===== src/rtl/clm_pkg.sv =====
package clm_pkg;

    localparam int NUM_CORES      = 2;
    localparam int CORE_W         = 1;
    localparam int TS_W           = 64;
    localparam int DT_W           = 32;
    localparam int TASK_W         = 32;
    localparam int LOAD_W         = 7;
    localparam int WSUM_W         = 64;
    localparam int NUM_W          = DT_W + 7;
    localparam int DEN_W          = DT_W + 1;
    localparam int DIV_STEPS      = NUM_W;
    localparam int CNT_W          = 6;
    localparam int PADDR_W        = 3;
    localparam int PDATA_W        = 32;

    localparam logic [DT_W-1:0] INTERVAL_RESET = 32'd1000000;

    // Register index as decoded from the word address bit.
    localparam logic REG_INTERVAL = 1'b0;

    typedef struct packed {
        logic              done;
        logic [LOAD_W-1:0] quot;
    } t_div_res;

endpackage


===== src/rtl/clm_div.sv =====
module clm_div
    import clm_pkg::*;
(
    input  logic             i_clk,
    input  logic             i_rst_n,
    input  logic             i_start,
    input  logic [NUM_W-1:0] i_num,
    input  logic [DEN_W-1:0] i_den,
    output t_div_res         o_res
);

    // Restoring divider: one numerator bit enters the remainder each cycle.
    // The quotient is known to stay below 128, so only its low bits are kept.
    logic [NUM_W-1:0]  r_num;
    logic [DEN_W-1:0]  r_den;
    logic [DEN_W-1:0]  r_rem;
    logic [LOAD_W-1:0] r_quot;
    logic [CNT_W-1:0]  r_cnt;
    logic              r_busy;
    logic              r_done;

    logic [DEN_W:0]    trial;
    logic [DEN_W:0]    diff;
    logic              fits;

    always_comb begin
        trial = {r_rem, r_num[NUM_W-1]};
        diff  = trial - {1'b0, r_den};
        fits  = (trial >= {1'b0, r_den});
    end

    always_ff @(posedge i_clk) begin
        if (!i_rst_n) begin
            r_busy <= 1'b0;
            r_done <= 1'b0;
            r_cnt  <= '0;
        end else begin
            r_done <= 1'b0;
            if (i_start) begin
                r_busy <= 1'b1;
                r_cnt  <= '0;
            end else if (r_busy) begin
                r_cnt <= r_cnt + 1'b1;
                if (r_cnt == CNT_W'(DIV_STEPS - 1)) begin
                    r_busy <= 1'b0;
                    r_done <= 1'b1;
                end
            end
        end
    end

    always_ff @(posedge i_clk) begin
        if (i_start) begin
            r_num  <= i_num;
            r_den  <= i_den;
            r_rem  <= '0;
            r_quot <= '0;
        end else if (r_busy) begin
            r_num  <= {r_num[NUM_W-2:0], 1'b0};
            r_rem  <= fits ? diff[DEN_W-1:0] : trial[DEN_W-1:0];
            r_quot <= {r_quot[LOAD_W-2:0], fits};
        end
    end

    assign o_res.done = r_done;
    assign o_res.quot = r_quot;

endmodule


===== src/rtl/cpu_load_monitor.sv =====
// Per-core load monitor driven by task-switch beats. Each input beat charges
// the time since the previous beat to the idle or running accumulator of its
// core, recomputes that core's load as a percentage, and clears the core's
// accumulators and the shared window sum once the window reaches interval_us
// (register at byte address 0, reset value one million). One beat is worked
// on at a time: an accepted beat passes the DT, ACC and MUL update states,
// then the 39-step bit-serial divider that forms the percentage, then the
// OUT handover state. The next beat is taken the cycle after the result has
// been moved to the output register, even if it is still stalled there, so
// no input beat is accepted while an earlier one is still being worked on.
module cpu_load_monitor
    import clm_pkg::*;
(
    input  logic               i_clk,
    input  logic               i_rst_n,

    input  logic               psel,
    input  logic               penable,
    input  logic               pwrite,
    input  logic [PADDR_W-1:0] paddr,
    input  logic [PDATA_W-1:0] pwdata,
    output logic [PDATA_W-1:0] prdata,
    output logic               pready,

    input  logic               i_valid,
    output logic               o_stall,
    input  logic [TS_W-1:0]    i_timestamp_us,
    input  logic [CORE_W-1:0]  i_core,
    input  logic [TASK_W-1:0]  i_task_id,
    input  logic               i_is_idle,
    input  logic [CORE_W-1:0]  i_query_core,

    output logic               o_valid,
    input  logic               i_stall,
    output logic [LOAD_W-1:0]  o_load_percent,
    output logic               o_window_cleared,
    output logic [LOAD_W-1:0]  o_query_load
);

    typedef enum logic [5:0] {
        S_IDLE = 6'b000001,
        S_DT   = 6'b000010,
        S_ACC  = 6'b000100,
        S_MUL  = 6'b001000,
        S_DIV  = 6'b010000,
        S_OUT  = 6'b100000
    } t_state;

    t_state r_state, n_state;

    logic [DT_W-1:0]   r_interval;
    logic [DT_W-1:0]   r_last_time;
    logic [WSUM_W-1:0] r_window_sum;
    logic [DT_W-1:0]   r_running_acc [NUM_CORES];
    logic [DT_W-1:0]   r_idle_acc    [NUM_CORES];
    logic [TASK_W-1:0] r_prev_task   [NUM_CORES];
    logic [LOAD_W-1:0] r_load_store  [NUM_CORES];

    // Captured beat and intermediate results.
    logic [DT_W-1:0]   r_ts;
    logic [CORE_W-1:0] r_core;
    logic [TASK_W-1:0] r_task;
    logic              r_is_idle;
    logic [CORE_W-1:0] r_query;
    logic [DT_W-1:0]   r_dt;
    logic              r_to_idle;
    logic              r_zero_den;
    logic              r_cleared;
    logic [LOAD_W-1:0] r_load;

    logic              r_out_valid;
    logic [LOAD_W-1:0] r_out_load;
    logic              r_out_cleared;
    logic [LOAD_W-1:0] r_out_query;

    logic              in_accept;
    logic              out_free;
    logic              cfg_write;
    logic [DT_W-1:0]   dt_raw;
    logic              same_task;
    logic [DT_W-1:0]   run_cur;
    logic [DT_W-1:0]   idle_cur;
    logic [NUM_W-1:0]  run_ext;
    logic [NUM_W-1:0]  div_num;
    logic [DEN_W-1:0]  div_den;
    logic              div_start;
    t_div_res          div_res;

    assign in_accept = i_valid && !o_stall;
    assign out_free  = !r_out_valid || !i_stall;
    assign cfg_write = psel && penable && pwrite && pready;

    assign pready = 1'b1;
    assign prdata = (paddr[2] == REG_INTERVAL) ? r_interval : '0;

    always_comb begin
        dt_raw    = r_ts - r_last_time;
        same_task = (r_task == r_prev_task[r_core]);
        run_cur   = r_running_acc[r_core];
        idle_cur  = r_idle_acc[r_core];
        run_ext   = {{(NUM_W-DT_W){1'b0}}, run_cur};
        // run * 100 as a sum of three shifted copies
        div_num   = (run_ext << 6) + (run_ext << 5) + (run_ext << 2);
        div_den   = {1'b0, run_cur} + {1'b0, idle_cur};
        div_start = (r_state == S_MUL);
    end

    clm_div u_div (
        .i_clk   (i_clk),
        .i_rst_n (i_rst_n),
        .i_start (div_start),
        .i_num   (div_num),
        .i_den   (div_den),
        .o_res   (div_res)
    );

    always_comb begin
        n_state = r_state;
        unique case (r_state)
            S_IDLE: if (in_accept) n_state = S_DT;
            S_DT:   n_state = S_ACC;
            S_ACC:  n_state = S_MUL;
            S_MUL:  n_state = S_DIV;
            S_DIV:  if (div_res.done) n_state = S_OUT;
            S_OUT:  if (out_free) n_state = S_IDLE;
            default: n_state = S_IDLE;
        endcase
    end

    assign o_stall = (r_state != S_IDLE);

    always_ff @(posedge i_clk) begin
        if (!i_rst_n) begin
            r_state      <= S_IDLE;
            r_interval   <= INTERVAL_RESET;
            r_last_time  <= '0;
            r_window_sum <= '0;
            r_out_valid  <= 1'b0;
            for (int i = 0; i < NUM_CORES; i++) begin
                r_running_acc[i] <= '0;
                r_idle_acc[i]    <= '0;
                r_prev_task[i]   <= '0;
                r_load_store[i]  <= '0;
            end
        end else begin
            r_state <= n_state;

            if (cfg_write && (paddr[2] == REG_INTERVAL)) begin
                r_interval <= pwdata;
            end

            // A new result beat takes the output register as the old one leaves.
            if ((r_state == S_OUT) && out_free) begin
                r_out_valid <= 1'b1;
            end else if (r_out_valid && !i_stall) begin
                r_out_valid <= 1'b0;
            end

            unique case (r_state)
                S_DT: begin
                    r_last_time         <= r_ts;
                    r_prev_task[r_core] <= r_task;
                end
                S_ACC: begin
                    if (r_to_idle) begin
                        r_idle_acc[r_core] <= r_idle_acc[r_core] + r_dt;
                    end else begin
                        r_running_acc[r_core] <= r_running_acc[r_core] + r_dt;
                    end
                    r_window_sum <= r_window_sum + {{(WSUM_W-DT_W){1'b0}}, r_dt};
                end
                S_MUL: begin
                    // The divider has already latched the pre-clear values.
                    if (r_window_sum >= {{(WSUM_W-DT_W){1'b0}}, r_interval}) begin
                        r_running_acc[r_core] <= '0;
                        r_idle_acc[r_core]    <= '0;
                        r_window_sum          <= '0;
                    end
                end
                S_DIV: begin
                    if (div_res.done) begin
                        r_load_store[r_core] <= r_zero_den ? '0 : div_res.quot;
                    end
                end
                default: begin
                end
            endcase
        end
    end

    always_ff @(posedge i_clk) begin
        if (in_accept) begin
            r_ts      <= i_timestamp_us[DT_W-1:0];
            r_core    <= i_core;
            r_task    <= i_task_id;
            r_is_idle <= i_is_idle;
            r_query   <= i_query_core;
        end
        if (r_state == S_DT) begin
            r_dt      <= (dt_raw == '0) ? DT_W'(1) : dt_raw;
            // Idle to idle and idle to active are charged as idle time.
            r_to_idle <= r_is_idle ? same_task : !same_task;
        end
        if (r_state == S_MUL) begin
            r_zero_den <= (div_den == '0);
            r_cleared  <= (r_window_sum >= {{(WSUM_W-DT_W){1'b0}}, r_interval});
        end
        if ((r_state == S_DIV) && div_res.done) begin
            r_load <= r_zero_den ? '0 : div_res.quot;
        end
        if ((r_state == S_OUT) && out_free) begin
            r_out_load    <= r_load;
            r_out_cleared <= r_cleared;
            r_out_query   <= r_load_store[r_query];
        end
    end

    assign o_valid          = r_out_valid;
    assign o_load_percent   = r_out_load;
    assign o_window_cleared = r_out_cleared;
    assign o_query_load     = r_out_query;

endmodule

===== config.mk =====
export PLATFORM = sky130hd
export DESIGN_NAME = cpu_load_monitor
export DESIGN_NICKNAME = d
export VERILOG_FILES = /design/src/rtl/clm_pkg.sv /design/src/rtl/clm_div.sv /design/src/rtl/cpu_load_monitor.sv
export SDC_FILE = /design/constraint.sdc
export NUM_CORES = 2
export LEC_CHECK = 0
export ABC_AREA = 1
export BUFFER_PORTS_ARGS = -buffer_cell sky130_fd_sc_hd__buf_2
export CAP_MARGIN = 20
export CORE_ASPECT_RATIO = 0.5
export CORE_MARGIN = 2
export CORE_UTILIZATION = 65
export CTS_CLUSTER_SIZE = 8
export DETAILED_ROUTE_END_ITERATION = 10
export PLACE_DENSITY = 0.83
export SLEW_MARGIN = 40
export SYNTH_ARGS = -nofsm -noshare
export SYNTH_HDL_FRONTEND = slang
export SYNTH_SLANG_ARGS = --single-unit

===== constraint.sdc =====
create_clock -name i_clk -period 10.3 [get_ports i_clk]
set_clock_uncertainty 0.15 [all_clocks]
set_input_delay 1.03 -clock i_clk [delete_from_list [all_inputs] [get_ports i_clk]]
set_output_delay 1.03 -clock i_clk [all_outputs]
set_load 0.03 [all_outputs]

==> results.cfg <==
[min_path]
hold_path.class = reg2reg
min_from = r_cleared

[place]
dp.cells = 6334
dp_slack_ns = 5.27
portBuffers = 155
gp_congestion = 1.00
dpl_cell_area_mm2 = 0.0422
place_hpwl_um = 92000

[sta]
tns_ns = 0
slew_violations = 0
final_hold_viol_count = 0
layout_min_cycle_time_ns = 5.12
worst_hold_slack_ns = 0.285
tightestPinTransition_ns = 0.851
period_share_pct = 49.7
rsz0062_at_grt = false
max_freq_ghz = 0.195
setup_viol = 0
relSlewSlack_pct = 43.3
setup_ws_ns = 5.18

[synth]
synth_flop_cell = edfxtp_1
synth_nets = 5894
yosysUniqueCellTypes = 57
avgSynthCellArea_um2 = 7.46
yosysWarnings = 0
synthCells = 5458
async_reset_ff_share_pct = 0
yosysSeqAreaShare_pct = 38.5
ys_ff_latch = 584
synth_edf_count = 400
syn-cell-area_mm2 = 0.0407

[grt]
grt_pass1_wl_um = 192000
grt_antenna_before_repair = 3
grt.total_usage_pct = 38.3
grt_max_degree = 120
overflow = 0
grt_pass1_vias = 35800

[power_and_ir_drop]
total_power_mw = 6.81
powerDensity_mw_per_mm2 = 153
p_leak_nw = 21.6
ir_drop_mv = 0.149

[job]
drv_cap = 0

[setup_path]
arrival_ns = 5.41
cp-end-kind = flop
cp.required_ns = 10.59
startpoint_type = flop
critPathMaxFanout = 64
critPathKind = reg2reg

[route]
first_pass_iters = 8
num_vias = 38300
avgRoutedWirePerCell_um = 19.5
drt_iter0_drc = 4700
vias_per_cell = 5.92
ant_nets = 0
drcViolationCount = 0
routed_wirelength_um = 126000

[clock_tree]
cts_tree = done
cts.clk_slew.worst_paths_ns = 0.05
clk_latency_ns = 0.72
cts_buffers = 82
hold_buffers = 0
root_buffer = clkbuf_16
clockBufferDepth = 3
postCtsSetupRepairBufs = 0
numClockSinks = 584
ctsHtreeMaxLevel = 3
ctsResizeCount = 0

[layout]
layout.nets = 6029
final_common_cell = nand2_1
layout_common_cells = nand2_1 (1461), inv_1 (869), nor2_1 (519)
fin_cells = 6474
final_area_mm2 = 0.0446
layout-drive-gt1-share_pct = 6.92
area_delta_synth_final_pct = 9.53
final_util_pct = 72.5
fill_cells = 4742

[die]
dieArea_mm2 = 0.0648
die_h_um = 181
coreArea_mm2 = 0.0615
start_util_pct = 66.2
die_w_um = 358
io_pins = 191
rows = 64

[status]
status = finished, final reports clean
[area by class of cell]
| type | count | area [um^2] | share of cell area (%) |
|---|---|---|---|
| multi-input combinational | 3867 | 21200 | 47.4 |
| sequential | 584 | 15700 | 35.2 |
| inverter | 882 | 3310 | 7.43 |
| clock buffer | 131 | 2240 | 5.01 |
| tap | 825 | 1030 | 2.31 |
| timing repair buffer | 176 | 975 | 2.19 |
| clock inverter | 7 | 180 | 0.404 |
| antenna | 2 | 5.00 | 0.0112 |
[state kept, by name, indices dropped and copies added (netlist names), 33 cells and up, named ones only]
| register | count |
|---|---|
| r_prev_task | 64 |
| r_window_sum | 64 |
| r_running_acc | 64 |
| u_div.r_den | 33 |
| u_div.r_rem | 33 |
| u_div.r_num | 37 |
| r_idle_acc | 64 |
[per-layer routing]
metal,share of wire [%],vias up,GRT usage (%)
met2,44,2072,60.1
met1,41,17600,51.4
li1,-,18200,-
met5,0,-,0
met3,10,393,7.95
met4,4.7,0,16.5
[cell families (layout without fill, tap and decap cells)]
family                   Yosys count  count (layout)  synth area share [%]
AND/OR/NAND/NOR                 2627            2627                  27.5
multiplexers                      79              79                  2.16
AO/OA/AOI/OAI                    734             734                  9.68
flip-flops                       584             584                  38.5
XOR/XNOR                         131             131                  2.82
adder cells (fa/ha/maj)          295             295                  9.71
buffers and inverters           1007            1196                  9.62
other                              1               3               0.00921
[worst max-delay path, cell delays in order (launching register included)]
cell	delay, ns
dfxtp_4	0.84
buf_4	0.74
mux2_2	0.54
fa_1	0.51
ha_1	0.38
nand3_1	0.12
nand3_1	0.12
a21boi_0	0.32
o21ai_0	0.25
nand2_1	0.13
nand2_1	0.12
nand2_1	0.08
nand2_1	0.07
or2_2	0.28
nand3_1	0.10
nand2_1	0.06
[worst paths after layout]
kind	cells after the start	end	slack (ns)
max	15	u_div.r_num[27]	5.18
min	0	o_window_cleared	0.29
max reg2reg	15	u_div.r_num[27]	5.18
min reg2reg	0	o_window_cleared	0.29
[Yosys cell counts (all sizes together) (19+ instances only)]
library cell	instances	area share, %
a21oi	363	4.5
buf	67	0.96
clkbuf	58	0.53
dfxtp	184	9.0
edfxtp	400	29
fa	35	1.7
ha	260	8.0
inv	879	8.1
mux2	71	2.0
nand2	1471	14
nand3	261	3.2
nand3b	62	1.1
nand4	179	2.8
nor2	524	4.9
nor3	86	1.1
nor4	20	0.38
o21ai	271	3.3
o21bai	19	0.36
xnor2	67	1.4
xor2	64	1.4
[power breakdown]
group          internal, mW  total (mW)  switching [mW]
sequential             2.60        2.66          0.0590
clock                  1.50        2.61            1.12
combinational         0.507        1.54            1.03
total                  4.60        6.81            2.21
(Power assumes the default switching activity.)
